--- src/pvca_pkg.sv ---
`default_nettype none

package pvca_pkg;

   // Input request codes.
   localparam logic [1:0] REQ_START    = 2'd0;
   localparam logic [1:0] REQ_STOP     = 2'd1;
   localparam logic [1:0] REQ_STOP_ALL = 2'd2;
   localparam logic [1:0] REQ_TICK     = 2'd3;

   // Result status codes.
   localparam logic [1:0] ST_GRANTED  = 2'd0;
   localparam logic [1:0] ST_REJECTED = 2'd1;
   localparam logic [1:0] ST_DONE     = 2'd2;

   // Register indexes.
   localparam int CSR_INDEX_W = 2;
   localparam int CSR_DATA_W  = 5;
   localparam logic [CSR_INDEX_W-1:0] CSR_CHANNELS = 2'd0;
   localparam logic [CSR_INDEX_W-1:0] CSR_ENABLE   = 2'd1;
   localparam logic [CSR_INDEX_W-1:0] CSR_COMPAT   = 2'd2;

   localparam logic [4:0] CHANNELS_RESET = 5'd16;

   typedef struct packed {
      logic [1:0]  req_type;
      logic [15:0] emitter_id;
      logic [7:0]  sound_priority;
      logic        pickup;
      logic [23:0] play_length;
      logic [31:0] now_time;
   } pvca_req_type;

   typedef struct packed {
      logic [1:0]  status;
      logic [3:0]  channel_index;
      logic [15:0] freed_mask;
   } pvca_rsp_type;

   typedef struct packed {
      logic [4:0] channels_in_use;
      logic       sound_enabled;
      logic       compat_kill_any;
   } pvca_cfg_type;

   // What the back end has to do with a queued command.
   typedef enum logic [2:0] {
      OP_START,
      OP_STOP,
      OP_STOP_ALL,
      OP_TICK,
      OP_REJECT,
      OP_NOP
   } pvca_op_type;

   typedef struct packed {
      pvca_op_type op;
      logic [7:0]  prio;
      logic        pickup;
   } pvca_cmd_type;

   typedef enum logic [2:0] {
      BK_IDLE,
      BK_CLAIM,
      BK_EVICT,
      BK_SCAN,
      BK_CLEAR,
      BK_WRITE,
      BK_REPLY
   } pvca_state_type;

endpackage

`default_nettype wire

--- src/pvca_ram.sv ---
`default_nettype none

module pvca_ram #(
   parameter int WIDTH = 8,
   parameter int DEPTH = 16,
   localparam int AW = (DEPTH > 1) ? $clog2(DEPTH) : 1
) (
   input  wire logic             clock,
   input  wire logic             we,
   input  wire logic [AW-1:0]    waddr,
   input  wire logic [WIDTH-1:0] wdata,
   input  wire logic [AW-1:0]    raddr,
   output logic      [WIDTH-1:0] rdata
);

   logic [WIDTH-1:0] mem_ff [DEPTH];

   always_ff @(posedge clock) begin
      if (we) begin
         mem_ff[waddr] <= wdata;
      end
      rdata <= mem_ff[raddr];
   end

endmodule

`default_nettype wire

--- src/pvca_front.sv ---
`default_nettype none

module pvca_front #(
   parameter int EMITTER_BITS = 16,
   parameter int TIME_BITS    = 32
) (
   input  wire logic                     clock,
   input  wire logic                     reset,
   input  wire logic                     enable,
   input  wire logic                     start,
   output logic                          busy,
   input  wire pvca_pkg::pvca_req_type   req_data,
   output logic                          q_valid,
   output pvca_pkg::pvca_cmd_type        q_cmd,
   output logic [EMITTER_BITS-1:0]       q_emit,
   output logic [TIME_BITS-1:0]          q_now,
   output logic [TIME_BITS-1:0]          q_end,
   input  wire logic                     q_take
);
   import pvca_pkg::*;

   localparam int DEPTH = 2;

   pvca_op_type            op_class;
   logic                   push;
   logic                   pop;
   logic [TIME_BITS-1:0]   end_time;

   pvca_cmd_type           cmd_ff  [DEPTH];
   logic [EMITTER_BITS-1:0] emit_ff [DEPTH];
   logic [TIME_BITS-1:0]   now_ff  [DEPTH];
   logic [TIME_BITS-1:0]   end_ff  [DEPTH];

   logic                   wr_ptr_ff, wr_ptr_in;
   logic                   rd_ptr_ff, rd_ptr_in;
   logic [1:0]             cnt_ff, cnt_in;

   // A disabled block still answers every beat, so a request is never dropped here.
   always_comb begin
      op_class = OP_NOP;
      case (req_data.req_type)
         REQ_START:    op_class = enable ? OP_START : OP_REJECT;
         REQ_STOP:     op_class = enable ? OP_STOP : OP_NOP;
         REQ_STOP_ALL: op_class = enable ? OP_STOP_ALL : OP_NOP;
         REQ_TICK:     op_class = enable ? OP_TICK : OP_NOP;
         default:      op_class = OP_NOP;
      endcase
   end

   // The sum is formed in 33 bits and then cut to the time field width, so an end time past the top of the field wraps.
   assign end_time = TIME_BITS'(33'(req_data.now_time) + 33'(req_data.play_length));

   assign busy    = (cnt_ff == 2'd2);
   assign push    = start && !busy;
   assign q_valid = (cnt_ff != 2'd0);
   assign pop     = q_take && q_valid;

   assign q_cmd  = cmd_ff[rd_ptr_ff];
   assign q_emit = emit_ff[rd_ptr_ff];
   assign q_now  = now_ff[rd_ptr_ff];
   assign q_end  = end_ff[rd_ptr_ff];

   always_comb begin
      wr_ptr_in = push ? !wr_ptr_ff : wr_ptr_ff;
      rd_ptr_in = pop ? !rd_ptr_ff : rd_ptr_ff;
      cnt_in    = cnt_ff + 2'(push) - 2'(pop);
   end

   always_ff @(posedge clock) begin
      if (reset) begin
         wr_ptr_ff <= 1'b0;
         rd_ptr_ff <= 1'b0;
         cnt_ff    <= 2'd0;
      end else begin
         wr_ptr_ff <= wr_ptr_in;
         rd_ptr_ff <= rd_ptr_in;
         cnt_ff    <= cnt_in;
      end
   end

   always_ff @(posedge clock) begin
      if (push) begin
         cmd_ff[wr_ptr_ff]  <= '{op: op_class, prio: req_data.sound_priority,
                                pickup: req_data.pickup};
         emit_ff[wr_ptr_ff] <= EMITTER_BITS'(req_data.emitter_id);
         now_ff[wr_ptr_ff]  <= TIME_BITS'(req_data.now_time);
         end_ff[wr_ptr_ff]  <= end_time;
      end
   end

endmodule

`default_nettype wire

--- src/pvca_back.sv ---
`default_nettype none

module pvca_back #(
   parameter int NUM_CHANNELS = 16,
   parameter int EMITTER_BITS = 16,
   parameter int TIME_BITS    = 32
) (
   input  wire logic                     clock,
   input  wire logic                     reset,
   input  wire pvca_pkg::pvca_cfg_type   cfg,
   input  wire logic                     q_valid,
   input  wire pvca_pkg::pvca_cmd_type   q_cmd,
   input  wire logic [EMITTER_BITS-1:0]  q_emit,
   input  wire logic [TIME_BITS-1:0]     q_now,
   input  wire logic [TIME_BITS-1:0]     q_end,
   output logic                          q_take,
   output logic                          rsp_valid,
   output pvca_pkg::pvca_rsp_type        rsp_data
);
   import pvca_pkg::*;

   localparam int IDX_W  = (NUM_CHANNELS > 1) ? $clog2(NUM_CHANNELS) : 1;
   localparam int CNT_W  = $clog2(NUM_CHANNELS + 1);
   localparam int WORD_W = EMITTER_BITS + 1 + 8 + TIME_BITS;

   pvca_state_type          state_ff, state_in;
   pvca_cmd_type            cmd_ff;
   logic [EMITTER_BITS-1:0] emit_ff;
   logic [TIME_BITS-1:0]    now_ff;
   logic [TIME_BITS-1:0]    end_ff;
   logic [CNT_W-1:0]        addr_ff, addr_in;
   logic                    rd_vld_ff, rd_vld_in;
   logic [IDX_W-1:0]        rd_idx_ff;
   logic [NUM_CHANNELS-1:0] valid_ff, valid_in;
   logic [NUM_CHANNELS-1:0] mask_ff, mask_in;
   logic [IDX_W-1:0]        pick_ff, pick_in;
   logic                    kill_done_ff, kill_done_in;
   logic                    reuse_done_ff, reuse_done_in;
   logic [1:0]              status_ff, status_in;

   logic [CNT_W-1:0]        n_eff;
   logic [NUM_CHANNELS-1:0] nmask;

   logic                    ram_we;
   logic [WORD_W-1:0]       ram_wdata;
   logic [WORD_W-1:0]       ram_rdata;
   logic [EMITTER_BITS-1:0] e_emit;
   logic                    e_pick;
   logic [7:0]              e_prio;
   logic [TIME_BITS-1:0]    e_end;

   logic ent_valid, emit_eq, kill_now, post_valid, reuse_now, claim_stop;
   logic evict_hit, stop_hit, tick_hit, exhausted;
   logic scan_stop, issue;

   assign n_eff = (int'(cfg.channels_in_use) > NUM_CHANNELS) ?
                  CNT_W'(NUM_CHANNELS) : CNT_W'(cfg.channels_in_use);

   always_comb begin
      for (int i = 0; i < NUM_CHANNELS; i++) begin
         nmask[i] = (CNT_W'(i) < n_eff);
      end
   end

   assign ram_wdata = {emit_ff, cmd_ff.pickup, cmd_ff.prio, end_ff};

   pvca_ram #(
      .WIDTH (WORD_W),
      .DEPTH (NUM_CHANNELS)
   ) u_table (
      .clock (clock),
      .we    (ram_we),
      .waddr (pick_ff),
      .wdata (ram_wdata),
      .raddr (addr_ff[IDX_W-1:0]),
      .rdata (ram_rdata)
   );

   assign {e_emit, e_pick, e_prio, e_end} = ram_rdata;

   // Evaluation of the channel whose table word arrived this cycle.
   assign ent_valid  = valid_ff[rd_idx_ff];
   assign emit_eq    = (e_emit == emit_ff);
   assign kill_now   = rd_vld_ff && !kill_done_ff && ent_valid && emit_eq &&
                       (cfg.compat_kill_any || (e_pick == cmd_ff.pickup));
   // The reuse search sees the table as it stands after the kill step.
   assign post_valid = ent_valid && !kill_now;
   assign reuse_now  = rd_vld_ff && !reuse_done_ff &&
                       (!post_valid || ((emit_ff != '0) && emit_eq &&
                                        (e_pick == cmd_ff.pickup)));
   assign claim_stop = (kill_done_ff || kill_now) && (reuse_done_ff || reuse_now);
   assign evict_hit  = rd_vld_ff && ent_valid && (e_prio >= cmd_ff.prio);
   assign stop_hit   = rd_vld_ff && ent_valid && (cmd_ff.op == OP_STOP) && emit_eq;
   assign tick_hit   = rd_vld_ff && ent_valid && (cmd_ff.op == OP_TICK) &&
                       (now_ff >= e_end);
   assign exhausted  = !rd_vld_ff && (addr_ff >= n_eff);

   // Next state.
   always_comb begin
      state_in = state_ff;
      case (state_ff)
         BK_IDLE: begin
            if (q_valid) begin
               case (q_cmd.op)
                  OP_START:    state_in = BK_CLAIM;
                  OP_STOP:     state_in = BK_SCAN;
                  OP_TICK:     state_in = BK_SCAN;
                  OP_STOP_ALL: state_in = BK_CLEAR;
                  default:     state_in = BK_REPLY;
               endcase
            end
         end
         BK_CLAIM: begin
            if (claim_stop || exhausted) begin
               state_in = (reuse_done_ff || reuse_now) ? BK_WRITE : BK_EVICT;
            end
         end
         BK_EVICT: begin
            if (evict_hit) begin
               state_in = BK_WRITE;
            end else if (exhausted) begin
               state_in = BK_REPLY;
            end
         end
         BK_SCAN: begin
            if (stop_hit || exhausted) begin
               state_in = BK_REPLY;
            end
         end
         BK_CLEAR: state_in = BK_REPLY;
         BK_WRITE: state_in = BK_REPLY;
         BK_REPLY: state_in = BK_IDLE;
         default:  state_in = BK_IDLE;
      endcase
   end

   // Outputs and scan control.
   always_comb begin
      q_take    = 1'b0;
      ram_we    = 1'b0;
      rsp_valid = 1'b0;
      scan_stop = 1'b0;
      issue     = 1'b0;
      case (state_ff)
         BK_IDLE:  q_take = 1'b1;
         BK_CLAIM: begin
            scan_stop = claim_stop;
            issue     = !scan_stop && (addr_ff < n_eff);
         end
         BK_EVICT: begin
            scan_stop = evict_hit;
            issue     = !scan_stop && (addr_ff < n_eff);
         end
         BK_SCAN: begin
            scan_stop = stop_hit;
            issue     = !scan_stop && (addr_ff < n_eff);
         end
         BK_WRITE: ram_we = 1'b1;
         BK_REPLY: rsp_valid = 1'b1;
         default: begin
            q_take = 1'b0;
         end
      endcase
   end

   // Next values of the table flags and the result being built.
   always_comb begin
      valid_in      = valid_ff;
      mask_in       = mask_ff;
      pick_in       = pick_ff;
      kill_done_in  = kill_done_ff;
      reuse_done_in = reuse_done_ff;
      status_in     = status_ff;
      rd_vld_in     = issue;
      if (state_in != state_ff) begin
         addr_in = '0;
      end else if (issue) begin
         addr_in = addr_ff + CNT_W'(1);
      end else begin
         addr_in = addr_ff;
      end
      case (state_ff)
         BK_IDLE: begin
            mask_in       = '0;
            pick_in       = '0;
            kill_done_in  = 1'b0;
            reuse_done_in = 1'b0;
            status_in     = ((q_cmd.op == OP_START) || (q_cmd.op == OP_REJECT)) ?
                            ST_REJECTED : ST_DONE;
         end
         BK_CLAIM: begin
            if (kill_now) begin
               valid_in[rd_idx_ff] = 1'b0;
               mask_in[rd_idx_ff]  = 1'b1;
               kill_done_in        = 1'b1;
            end
            if (reuse_now) begin
               reuse_done_in = 1'b1;
               pick_in       = rd_idx_ff;
               if (post_valid) begin
                  valid_in[rd_idx_ff] = 1'b0;
                  mask_in[rd_idx_ff]  = 1'b1;
               end
            end
         end
         BK_EVICT: begin
            if (evict_hit) begin
               valid_in[rd_idx_ff] = 1'b0;
               mask_in[rd_idx_ff]  = 1'b1;
               pick_in             = rd_idx_ff;
            end
         end
         BK_SCAN: begin
            if (stop_hit || tick_hit) begin
               valid_in[rd_idx_ff] = 1'b0;
               mask_in[rd_idx_ff]  = 1'b1;
            end
         end
         BK_CLEAR: begin
            mask_in  = valid_ff & nmask;
            valid_in = valid_ff & ~nmask;
         end
         BK_WRITE: begin
            valid_in[pick_ff] = 1'b1;
            status_in         = ST_GRANTED;
         end
         default: begin
            status_in = status_ff;
         end
      endcase
   end

   always_ff @(posedge clock) begin
      if (reset) begin
         state_ff      <= BK_IDLE;
         addr_ff       <= '0;
         rd_vld_ff     <= 1'b0;
         valid_ff      <= '0;
         kill_done_ff  <= 1'b0;
         reuse_done_ff <= 1'b0;
      end else begin
         state_ff      <= state_in;
         addr_ff       <= addr_in;
         rd_vld_ff     <= rd_vld_in;
         valid_ff      <= valid_in;
         kill_done_ff  <= kill_done_in;
         reuse_done_ff <= reuse_done_in;
      end
   end

   always_ff @(posedge clock) begin
      mask_ff   <= mask_in;
      pick_ff   <= pick_in;
      status_ff <= status_in;
      rd_idx_ff <= addr_ff[IDX_W-1:0];
      if (q_take && q_valid) begin
         cmd_ff  <= q_cmd;
         emit_ff <= q_emit;
         now_ff  <= q_now;
         end_ff  <= q_end;
      end
   end

   assign rsp_data = '{status: status_ff, channel_index: 4'(pick_ff),
                       freed_mask: 16'(mask_ff)};

   a_grant_marks_valid: assert property (@(posedge clock) disable iff (reset)
      rsp_valid && (status_ff == ST_GRANTED) |-> valid_ff[pick_ff])
      else $error("granted channel is not marked valid");

   a_grant_in_range: assert property (@(posedge clock) disable iff (reset)
      rsp_valid && (status_ff == ST_GRANTED) |-> (CNT_W'(pick_ff) < n_eff))
      else $error("granted channel lies beyond the channel count");

   a_freed_in_range: assert property (@(posedge clock) disable iff (reset)
      rsp_valid |-> ((mask_ff & ~nmask) == '0))
      else $error("freed a channel beyond the channel count");

   a_no_grant_no_index: assert property (@(posedge clock) disable iff (reset)
      rsp_valid && (status_ff != ST_GRANTED) |-> (pick_ff == '0))
      else $error("channel index reported without a grant");

endmodule

`default_nettype wire

--- src/priority_voice_channel_allocator_top.sv ---
`default_nettype none

// Channel   Ports                               Handshake
// request   start, busy, req_data               beat taken when start is high and busy is low
// result    rsp_valid, rsp_data                 one-cycle strobe, always taken
// config    csr_we, csr_index, csr_wdata        write when csr_we is high, no wait
//
// Every request gives exactly one result beat, in order. The back end walks the channel
// table one channel a cycle through a registered-read memory: a start first looks for a free or
// matching channel and, if none turns up, scans again for one to evict; stop and tick scan the
// table once, stop all clears it without a scan, and a disabled request needs no scan.
// A two-beat command queue decouples intake; busy rises only when it holds two beats.
// Reset is synchronous and clears the channel valid bits at once; no clearing pass is needed.

module priority_voice_channel_allocator_top #(
   parameter int NUM_CHANNELS = 16,
   parameter int EMITTER_BITS = 16,
   parameter int TIME_BITS    = 32
) (
   input  wire logic                                clock,
   input  wire logic                                reset,
   input  wire logic                                start,
   output logic                                     busy,
   input  wire pvca_pkg::pvca_req_type              req_data,
   output logic                                     rsp_valid,
   output pvca_pkg::pvca_rsp_type                   rsp_data,
   input  wire logic                                csr_we,
   input  wire logic [pvca_pkg::CSR_INDEX_W-1:0]    csr_index,
   input  wire logic [pvca_pkg::CSR_DATA_W-1:0]     csr_wdata
);
   import pvca_pkg::*;

   pvca_cfg_type            cfg_ff, cfg_in;
   logic                    q_valid;
   logic                    q_take;
   pvca_cmd_type            q_cmd;
   logic [EMITTER_BITS-1:0] q_emit;
   logic [TIME_BITS-1:0]    q_now;
   logic [TIME_BITS-1:0]    q_end;

   always_comb begin
      cfg_in = cfg_ff;
      if (csr_we) begin
         case (csr_index)
            CSR_CHANNELS: cfg_in.channels_in_use = csr_wdata;
            CSR_ENABLE:   cfg_in.sound_enabled   = csr_wdata[0];
            CSR_COMPAT:   cfg_in.compat_kill_any = csr_wdata[0];
            default:      cfg_in = cfg_ff;
         endcase
      end
   end

   always_ff @(posedge clock) begin
      if (reset) begin
         cfg_ff <= '{channels_in_use: CHANNELS_RESET, sound_enabled: 1'b1,
                     compat_kill_any: 1'b0};
      end else begin
         cfg_ff <= cfg_in;
      end
   end

   pvca_front #(
      .EMITTER_BITS (EMITTER_BITS),
      .TIME_BITS    (TIME_BITS)
   ) u_front (
      .clock    (clock),
      .reset    (reset),
      .enable   (cfg_ff.sound_enabled),
      .start    (start),
      .busy     (busy),
      .req_data (req_data),
      .q_valid  (q_valid),
      .q_cmd    (q_cmd),
      .q_emit   (q_emit),
      .q_now    (q_now),
      .q_end    (q_end),
      .q_take   (q_take)
   );

   pvca_back #(
      .NUM_CHANNELS (NUM_CHANNELS),
      .EMITTER_BITS (EMITTER_BITS),
      .TIME_BITS    (TIME_BITS)
   ) u_back (
      .clock     (clock),
      .reset     (reset),
      .cfg       (cfg_ff),
      .q_valid   (q_valid),
      .q_cmd     (q_cmd),
      .q_emit    (q_emit),
      .q_now     (q_now),
      .q_end     (q_end),
      .q_take    (q_take),
      .rsp_valid (rsp_valid),
      .rsp_data  (rsp_data)
   );

endmodule

`default_nettype wire

--- config.mk ---
export PLATFORM = sky130hd
export DESIGN_NAME = priority_voice_channel_allocator_top
export DESIGN_NICKNAME = d
export VERILOG_FILES = /design/src/pvca_pkg.sv /design/src/pvca_ram.sv /design/src/pvca_front.sv /design/src/pvca_back.sv /design/src/priority_voice_channel_allocator_top.sv
export SDC_FILE = /design/constraint.sdc
export NUM_CORES = 1
export LEC_CHECK = 0
export BUFFER_PORTS_ARGS = -buffer_cell sky130_fd_sc_hd__buf_2
export CORE_UTILIZATION = 58
export CTS_BUF_LIST = sky130_fd_sc_hd__clkbuf_8
export DETAILED_ROUTE_END_ITERATION = 10
export PLACE_DENSITY_LB_ADDON = 0.1
export REMOVE_ABC_BUFFERS = 1
export SETUP_SLACK_MARGIN = 0.15
export SYNTH_ARGS = -nofsm -noshare
export SYNTH_HDL_FRONTEND = slang
export SYNTH_SLANG_ARGS = --single-unit
--- constraint.sdc ---
create_clock -name clock -period 6.35 [get_ports clock]
set_input_delay 1.27 -clock clock [delete_from_list [all_inputs] [get_ports clock]]
set_output_delay 1.27 -clock clock [all_outputs]
set_load 0.005 [all_outputs]
Word-level counts from Yosys, hierarchy flattened --
Memory sizes are Yosys's and may differ from the RTL's. A register that Yosys moved wholly into a read port is not among the register bits. Cells that the tools add are included.
Storage, ports and cells: flip-flop bits (word level) 76, latch bits 0, RAM bits 1096, bits in read-only memories 0, bits of input ports 94, logic and storage cells 205, memories kept 5
Operators by class: $add $sub $neg 4, multiply operators 0, div/mod/pow operators 0, magnitude comparators 25, eq/ne operators 25, shift-type cells 0, mux-type cells 53, bitwise operators 9, reductions and logical operators 65
Memories:
- u_back.u_table.mem_ff | words 16, bits a word 57, rd ports 1, clocked after Yosys merged registers in 1, wr ports 1, line pvca_ram.sv:16 | logic [WIDTH-1:0] mem_ff [DEPTH];
- u_front.end_ff | words 2, bits a word 32, rd ports 1, clocked after Yosys merged registers in 1, wr ports 1, line pvca_front.sv:32 | logic [TIME_BITS-1:0] end_ff [DEPTH];
- u_front.now_ff | words 2, bits a word 32, rd ports 1, clocked after Yosys merged registers in 1, wr ports 1, line pvca_front.sv:31 | logic [TIME_BITS-1:0] now_ff [DEPTH];
- u_front.emit_ff | words 2, bits a word 16, rd ports 1, clocked after Yosys merged registers in 1, wr ports 1, line pvca_front.sv:30 | logic [EMITTER_BITS-1:0] emit_ff [DEPTH];
- u_front.cmd_ff | words 2, bits a word 12, rd ports 1, clocked after Yosys merged registers in 1, wr ports 1, line pvca_front.sv:29 | pvca_cmd_type cmd_ff [DEPTH];
Operators by type and width (count):
- $mux W16 | 12
- $pmux W16 S5 | 2
- $and A16 B16 Y16 | 4
- $or A16 B16 Y16 | 3
- $lt A4 B5 Y1 const A | 8
- $add A32 B24 Y32 | 1
- $ge A32 B32 Y1 | 1
- $not A16 Y16 | 2
- $mux W3 | 10
- $logic_and A1 B1 Y1 | 24
- $lt A3 B5 Y1 const A | 4
- $eq A16 B16 Y1 | 1
- $reduce_bool A16 Y1 | 1
- $eq A3 B2 Y1 const B | 5
- $pmux W3 S5 | 1
- $mux W1 | 14
- $eq A3 B3 Y1 const B | 4
- $pmux W3 S4 | 1
- $pmux W4 S3 | 1
- $logic_not A1 Y1 | 11
- $lt A1 B5 Y1 const A | 2
- $lt A2 B5 Y1 const A | 2
- $lt A4 B5 Y1 const B | 2
- $reduce_and A2 Y1 | 5
- 31 further kinds | 60

Depth between registers and ports, before layout --
Gate-level depths: netlist (run 1).
depth after elaboration 17, mapped depth 14

Cells and area by module --
From an unflattened synthesis (run 1), not the netlist that was laid out.
Unflattened totals: cell total of the unflattened synthesis 2718, area, all modules 51446.8 µm²
By module, submodules not included:
- pvca_ram | times used 1, cells each 1470, area each 35252.6 µm²
- pvca_front | times used 1, cells each 532, area each 8380.5 µm²
- pvca_back | times used 1, cells each 685, area each 7494.7 µm²
- priority_voice_channel_allocator_top | times used 1, cells each 31, area each 319.1 µm²

Worst setup path before layout (run 1) --
Ideal clock, no wire load.
path kind register to register, start register u_back.state_ff[1], end register u_back.valid_ff[0], setup time 0.058 ns, data arrival time 5.886 ns, slack 0.406 ns, stages on the path, launching flop included 9, buffers on the path 2, clock period less this slack 5.944 ns, path through dfxtp_1 clkbuf_1 nor2b_1 clkbuf_1 nand2_1 or3_1 nor3_1 and3_1 o22a_1
On the way: longest elaborated chain between the ends 3
Ends and longest elaborated chain:
- from (decl) | line pvca_back.sv:26 | pvca_state_type state_ff, state_in;
- from (signal assigned) | line pvca_back.sv:242 | state_ff <= state_in;
- $eq A3 B3 Y1 (tied with other cells) | line pvca_back.sv:182 | case (state_ff)
- $reduce_bool A5 Y1 (no source line) / $ne A2 B1 Y1 (equally long branches)
- $reduce_and A3 Y1 (no source line)
- to (signal assigned) | line pvca_back.sv:245 | valid_ff <= valid_in;
- to (decl) | line pvca_back.sv:34 | logic [NUM_CHANNELS-1:0] valid_ff, valid_in;
Several ways; a longest one is shown, not always the timed one. A chain may end at the register's enable or synchronous reset.

Final worst setup path (run 1) --
start register u_back.rd_idx_ff[1], end register u_back.mask_ff[2] (data pin)
On the way: longest elaborated chain between the ends 12
Ends and longest elaborated chain:
- from (decl) | line pvca_back.sv:33 | logic [IDX_W-1:0] rd_idx_ff;
- from (signal assigned) | line pvca_back.sv:255 | rd_idx_ff <= addr_ff[IDX_W-1:0];
- branches (longest 11 deep; another with $lt A4 B5 Y1)
- $pmux W16 S5 (*) | line pvca_back.sv:182
- via u_back.mask_in[2] | line pvca_back.sv:35 | logic [NUM_CHANNELS-1:0] mask_ff, mask_in;
- to (signal assigned) | line pvca_back.sv:252 | mask_ff <= mask_in;
- to (decl) | line pvca_back.sv:35
Mark *: on every way through the listed nets, which the timed path passes. The select of a mux whose other input is x is not followed.

==> out/qor.csv, run 1 <==
stage,metric,value,unit
power,p_per_area,381.7,nW/um2
logic_synthesis,ys_seq_elements,1310,
die,io_pins,118,
die,start_util,0.5866,
worst_setup_path,cpMostUsedCell,nor2_1,
clocking,postCtsSetupBuffers,0,
detailed_routing,drt-wirelength-per-cell,27.15,um
die,die_area,89060,um2
worst_setup_path,cp-end-kind,flop,
worst_setup_path,cp.required,6.89,ns
power,irDropWorstVdd,0.0003289,V
global_routing,grt_pass1_wl,165.9,mm
logic_synthesis,yosysWarnings,0,
outcome,status,finished clean,
worst_setup_path,critPathBufInv,0,
detailed_routing,drt-initial-drc-count,2301,
sta,max_freq,246.8,MHz
clocking,cts_max_path_buffers,3,
sta,rsz0062_at_grt,no,
clocking,cts-htree-levels,4,
detailed_routing,vias,25130,
worst_setup_path,crit_chain,mux4_2 -> mux2i_1 -> mux2i_4 -> a21boi_1 -> nor3_1 -> nor2_1 -> nor2_1 -> o221ai_1,
logic_synthesis,synth_edf_count,1210,
placement,detailedPlace.worstSlack,1.418,ns
clocking,cts.sinks,1310,
placement,post_dp_cell_area,53170,um2
cells_and_area,nNetsFinal,2923,
global_routing,grt_max_degree,157,
detailed_routing,drt_pre_antenna_iters,7,
global_routing,grt_pass1_vias,26290,
worst_setup_path,crit_slowest_cell,nor2_1,
placement,place_congestion,0.8854,
die,die_y,298.4,um
placement,dpl.hpwl,60.33,mm
logic_synthesis,synth_area,50970,um2
sta,setup_viol,0,
logic_synthesis,synthFlopType,edfxtp_1,
worst_setup_path,crit_path_max_incr_delay,0.91,ns
worst_setup_path,start_kind,flop,
clocking,clock_latency,0.87,ns
sta,hold_ws,0.4668,ns
worst_setup_path,crit_type,reg2reg,
logic_synthesis,async_flop_share,0,
global_routing,grt_use_total,0.2543,
cells_and_area,final_area,57000,um2
die,rows,108,
detailed_routing,routed_wl,111.0,mm
logic_synthesis,synth_top_area_frac,0.7129,
sta,skew,0.04002,ns
hold_path,hp-class,reg2reg,
hold_path,hold_depth,0,
worst_setup_path,cp.depth,8,
cells_and_area,drive_above_1_share,0.2869,
sta,timing.max_slew.rel_slack,0.1930,
power,leakage,0.01875,uW
logic_synthesis,synth-seq-area-share,0.7522,
clocking,clk_pin_slew,0.07,ns
sta,finalHoldViolCount,0,
sta,layout_setup_ws,2.298,ns
worst_setup_path,critPathArrivalTime,4.59,ns
clocking,cts_root_buf,clkbuf_8,
clocking,numCtsBuffers,201,
job,drv_cap,0,
clocking,post_cts_resized,0,
cells_and_area,fill_cells,5790,
logic_synthesis,syn_inst,2494,
cells_and_area,regArea,38360,um2
sta,worstMarginPinSlew,1.206,ns
sta,period_minus_slack,4.052,ns
cells_and_area,area_delta_synth_final,11.84,%
sta,report.final.slew_viol_count,0,
worst_setup_path,critPathTopFamily,simple AND/OR/NAND/NOR gates,
clocking,hold_buffers,0,
logic_synthesis,yosys.area.top_type,edfxtp_1,
detailed_routing,viasPerCell,6.148,
die,dieWidth,298.4,um
global_routing,antenna_found_initial,3,
logic_synthesis,syn_avg_cell_area,20.44,um2
detailed_routing,detail-route-antenna-nets,0,
sta,min_period_over_period,0.6380,
detailed_routing,drc,0,
cells_and_area,multi_input_area,12130,um2
logic_synthesis,synth_cell_types,80,
logic_synthesis,yosys-top-cells-area,"edfxtp_1, mux4_2, dfxtp_1",
die,coreArea,86890,um2
clocking,cts_tree,yes,
global_routing,grt_overflow,0,
placement,port_buffers,117,
worst_setup_path,cp_max_fo,19,
worst_setup_path,r2r_cells,8,
routing by layer:
metal | routed length (um) | vias to the layer above | share of wire | track usage
met5 | 0 | - | 0 | 0
met1 | 47180 | 13180 | 0.43 | 0.3608
met2 | 54420 | 952 | 0.49 | 0.4103
met3 | 6827 | 169 | 0.062 | 0.03977
met4 | 2556 | 0 | 0.023 | 0.08352
li1 | - | 10820 | - | -
kinds of logic (layout without fill, tap and decap cells):
kind of cell / Yosys count / in the layout / synth area share
buffers and inverters: 165 / 602 / 0.01237
XOR/XNOR: 50 / 50 / 0.008593
adder cells (fa/ha/maj): 73 / 73 / 0.01807
flip-flops: 1310 / 1310 / 0.7522
multiplexers: 389 / 389 / 0.1499
other: 0 / 1 / 0
AND/OR/NAND/NOR: 283 / 283 / 0.02762
AO/OA/AOI/OAI: 224 / 224 / 0.03120
where the power goes:
part           switching, uW  internal, uW
Clock                   3200          3290
Sequential              1000         10900
Combinational           1790          1540
Total                   5990         15800
synth_stat cells (30+ instances only):
cell type and n:
dfxtp_1 100, edfxtp_1 1210, xnor2_1 37, inv_1 62
nor3_1 30, nand2_1 53, clkbuf_1 79, ha_1 72
nor2_1 88, mux4_2 288, mux2_2 92, a21oi_1 60
worst paths after layout:
kind / from / to / slack, ns
worst min register to register: u_back.addr_ff[1] / u_back.rd_idx_ff[1] / 0.47
worst max register to register: u_back.rd_idx_ff[1] / u_back.mask_ff[2] / 2.30
worst max-delay path: u_back.rd_idx_ff[1] / u_back.mask_ff[2] / 2.30
worst min-delay path: u_back.addr_ff[1] / u_back.rd_idx_ff[1] / 0.47
worst reg2reg max path, delay by kind of cell (launching register included):
kind,cells,cell delay (ns)
simple gates,3,1.29
mux,3,1.17
compound gates,2,0.53
flops,1,0.75
final cells by class:
type | count | area share
Antenna cell | 1 | 0.00004390
Clock buffer | 224 | 0.05409
Clock inverter | 154 | 0.01297
Inverter | 63 | 0.004149
Multi-Input combinational cell | 1019 | 0.2129
Sequential cell | 1310 | 0.6729
Tap cell | 1155 | 0.02535
Timing Repair Buffer | 161 | 0.01761
placed cells by master (no fill, tap or decap), drive strengths merged, types with 5 or more instances in the layout:
master  netlist  routed
edfxtp     1210    1210
mux4        289     289
clkbuf       79     224
buf          23     161
inv          62     157
dfxtp       100     100
mux2         92      92
nor2         88      88
ha           72      72
a21oi        60      60
clkinv        1      55
nand2        53      53
xnor2        37      37
o21ai        31      31
nor3         30      30
nor2b        16      16
nand2b       15      15
o221ai       15      15
nand3        15      15
a21o         15      15
nand4        15      15
xor2         13      13
a211oi       13      13
o21a         11      11
and2         10      10
o211ai       10      10
a31oi         9       9
and3          9       9
nor4          8       8
mux2i         8       8
o22a          7       7
or3           5       5
o21bai        5       5
a211o         5       5
state kept, by name, indices dropped and copies added (netlist names), 4 cells and up, named ones only:
name	count
u_back.emit_ff	16
u_front.emit_ff	32
u_back.cmd_ff	12
u_back.mask_ff	16
u_back.valid_ff	16
u_back.u_table.mem_ff	912
u_back.now_ff	32
cfg_ff	7
u_back.pick_ff	4
u_front.now_ff	64
u_back.addr_ff	5
u_back.end_ff	32
u_front.end_ff	64
u_front.cmd_ff	24
u_back.rd_idx_ff	4
u_back.u_table.rdata	57
through the flow:
stage          std cells  utilization  setup TNS (ns)  total power [uW]
3_5_place_dp        3708       0.6120               0             15470
6_report            4087       0.6560               0             21760
4_1_cts             4086       0.6560               0             21940
2_1_floorplan       2392            -         -291.32             14550
5_1_grt             4087       0.6560               0             22650
3_3_place_gp        3708       0.6120               0             15330
No activity file was read; power rests on OpenSTA's default activity.
==> run 2: changes to the inputs <==
--- a/config.mk
+++ b/config.mk
@@ -6,7 +6,7 @@
 export NUM_CORES = 1
 export LEC_CHECK = 0
 export BUFFER_PORTS_ARGS = -buffer_cell sky130_fd_sc_hd__buf_2
-export CORE_UTILIZATION = 58
+export CORE_UTILIZATION = 60
 export CTS_BUF_LIST = sky130_fd_sc_hd__clkbuf_8
 export DETAILED_ROUTE_END_ITERATION = 10
 export PLACE_DENSITY_LB_ADDON = 0.1
==> constraint.sdc (replaced) <==
create_clock -name clock -period 4.2 [get_ports clock]
set_input_delay 0.84 -clock clock [delete_from_list [all_inputs] [get_ports clock]]
set_output_delay 0.84 -clock clock [all_outputs]
set_load 0.005 [all_outputs]
==> out/qor.csv, run 2 (synthesized netlist as in run 1, its figures left out) <==
stage,metric,value,unit,change
clocking,cts_tree,yes,,
global_routing,grt_pass1_wl,166.1,mm,about the same
cells_and_area,layout.cells.most_common_list,"edfxtp_1, mux4_2, clkbuf_8",,
detailed_routing,drt-initial-drc-count,2177,,-5.4%
global_routing,grt_use_total,0.2662,,+0.01186
clocking,post_cts_resized,0,,unchanged
cells_and_area,top_register,u_back.u_table.mem_ff,,
cells_and_area,largest_reg_flops,912,,unchanged
clocking,cts_max_path_buffers,3,,unchanged
clocking,cts_root_buf,clkbuf_8,,
worst_setup_path,start_kind,flop,,
sta,max_freq,279.7,MHz,+13%
clocking,cts-htree-levels,4,,unchanged
cells_and_area,final_area,57560,um2,+0.98%
cells_and_area,drive_above_1_share,0.2963,,+0.009389
die,io_pins,118,,unchanged
global_routing,antenna_found_initial,1,,-2
placement,post_dp_cell_area,53720,um2,+1.0%
clocking,postCtsSetupBuffers,0,,unchanged
die,rows,106,,-1.9%
sta,period_minus_slack,3.575,ns,-0.4764 ns
worst_setup_path,rrSetupSlack,0.62,ns,-1.67 ns
sta,finalHoldViolCount,0,,unchanged
detailed_routing,detail-route-antenna-nets,0,,unchanged
clocking,clk_pin_slew,0.07,ns,about the same
detailed_routing,routed_wl,111.5,mm,+0.48%
clocking,numCtsBuffers,201,,unchanged
detailed_routing,vias,25320,,+0.76%
die,die_area,86110,um2,-3.3%
sta,min_period_over_period,0.8512,,+0.2132
worst_setup_path,cp_max_fo,18,,-1
sta,rsz0062_at_grt,no,,
power,p_per_area,576.1,nW/um2,+51%
detailed_routing,drt_pre_antenna_iters,5,,-2
worst_setup_path,cp.required,4.92,ns,-1.97 ns
die,coreArea,83820,um2,-3.5%
worst_setup_path,crit_type,reg2reg,,
sta,setup_viol,0,,unchanged
detailed_routing,viasPerCell,6.178,,+0.49%
global_routing,grt_overflow,0,,unchanged
detailed_routing,drt-wirelength-per-cell,27.21,um,+0.21%
placement,dpl.hpwl,60.97,mm,+1.1%
power,leakage,0.01893,uW,+0.95%
placement,dp.cells,3722,,+0.38%
placement,port_buffers,117,,unchanged
clocking,hold_buffers,0,,unchanged
cells_and_area,final_common_cell,edfxtp_1,,
outcome,status,finished clean,,
job,drv_cap,0,,unchanged
detailed_routing,drc,0,,unchanged
worst_setup_path,cp-end-kind,flop,,
die,start_util,0.6080,,+0.02147
cells_and_area,nNetsFinal,2958,,+1.2%
cells_and_area,fill_cells,5361,,-7.4%
clocking,clock_latency,0.86,ns,about the same
sta,timing.max_slew.rel_slack,0.2026,,+0.009555
die,dieWidth,293.4,um,-1.7%
cells_and_area,top_regs,"u_back.u_table.mem_ff (912), u_front.end_ff (64), u_front.now_ff (64)",,
global_routing,grt_max_degree,167,,+6.4%
sta,worstMarginPinSlew,1.196,ns,-0.009877 ns
cells_and_area,area_delta_synth_final,12.93,%,
cells_and_area,fin_cells,4098,,+0.27%
worst_setup_path,critPathArrivalTime,4.29,ns,-0.30 ns
global_routing,grt_pass1_vias,26470,,+0.69%
hold_path,hp-class,in2reg,,
sta,skew,0.03411,ns,-0.005913 ns
placement,place_congestion,0.8832,,-0.25%
power,irDropWorstVdd,0.0004320,V,+31%
die,die_y,293.4,um,-1.7%
sta,report.final.slew_viol_count,0,,unchanged
clocking,cts.sinks,1310,,unchanged
-- run 2: cell count changes in the layout (fill, tap and decap cells not counted), sizes merged --
cell and delta:
buf +35, bufinv +6, clkbuf -10, clkinv +28
clkinvlp -3, inv -24
-- run 2: layout make-up --
cell class              instances  area (um2)  area share
inverters                      63       236.5    0.004109
flip-flops and latches       1310       38360      0.6664
clock inverters               161       885.9     0.01539
clock buffers                 214        2945     0.05117
multi-input cells            1019       12130      0.2108
well taps                    1134        1419     0.02465
repair buffers                196        1579     0.02743
diodes                          1       2.502  0.00004348
-- run 2: final timing paths --
check / startpoint / to / cells after the start
min reg2reg: u_back.addr_ff[0] / u_back.rd_idx_ff[0] / 0
max reg2reg: u_back.rd_idx_ff[0] / u_back.valid_ff[9] / 10
min: req_data[79] / u_front.emit_ff[1][14] / 1
max: u_back.rd_idx_ff[0] / u_back.valid_ff[9] / 10
-- run 2: per-layer routing --
| layer | global-route usage | share of wire |
|---|---|---|
| met4 | 0.08333 | 0.021 |
| met5 | 0 | 0 |
| met3 | 0.04077 | 0.060 |
| met1 | 0.3701 | 0.42 |
| met2 | 0.4399 | 0.50 |
-- run 2: stage by stage --
stage / util / hold slack (ns) / power (uW) / TNS (ns) / worst slack [ns]
floorplan: - / 0.4501 / 21150 / -956.05 / -7.006
global placement: 0.6409 / 0.4684 / 23280 / 0 / 0.1921
detailed placement: 0.6409 / 0.4811 / 23500 / 0 / 0.1542
CTS: 0.6866 / 0.09731 / 33470 / 0 / 0.7206
global route: 0.6867 / 0.1319 / 34510 / 0 / 0.5130
finish: 0.6867 / 0.1803 / 33160 / 0 / 0.6249
-- run 2: where the power goes --
group / switching, uW / leakage (uW) / total, uW / internal, uW
Combinational: 2810 / 0.00487 / 5240 / 2430
Sequential: 1430 / 0.0119 / 18000 / 16500
Clock: 4810 / 0.00221 / 9960 / 5160
Total: 9050 / 0.0189 / 33200 / 24100
-- run 2: critical path, cell delays in order (launching register included) --
cell and delay, ns:
dfxtp_1 0.74, mux4_1 0.63, mux2i_1 0.38, mux2i_4 0.13, buf_4 0.24, nand4_1 0.18
o211ai_2 0.16, o21ai_2 0.41, buf_4 0.26, a221oi_1 0.06, o22a_1 0.24
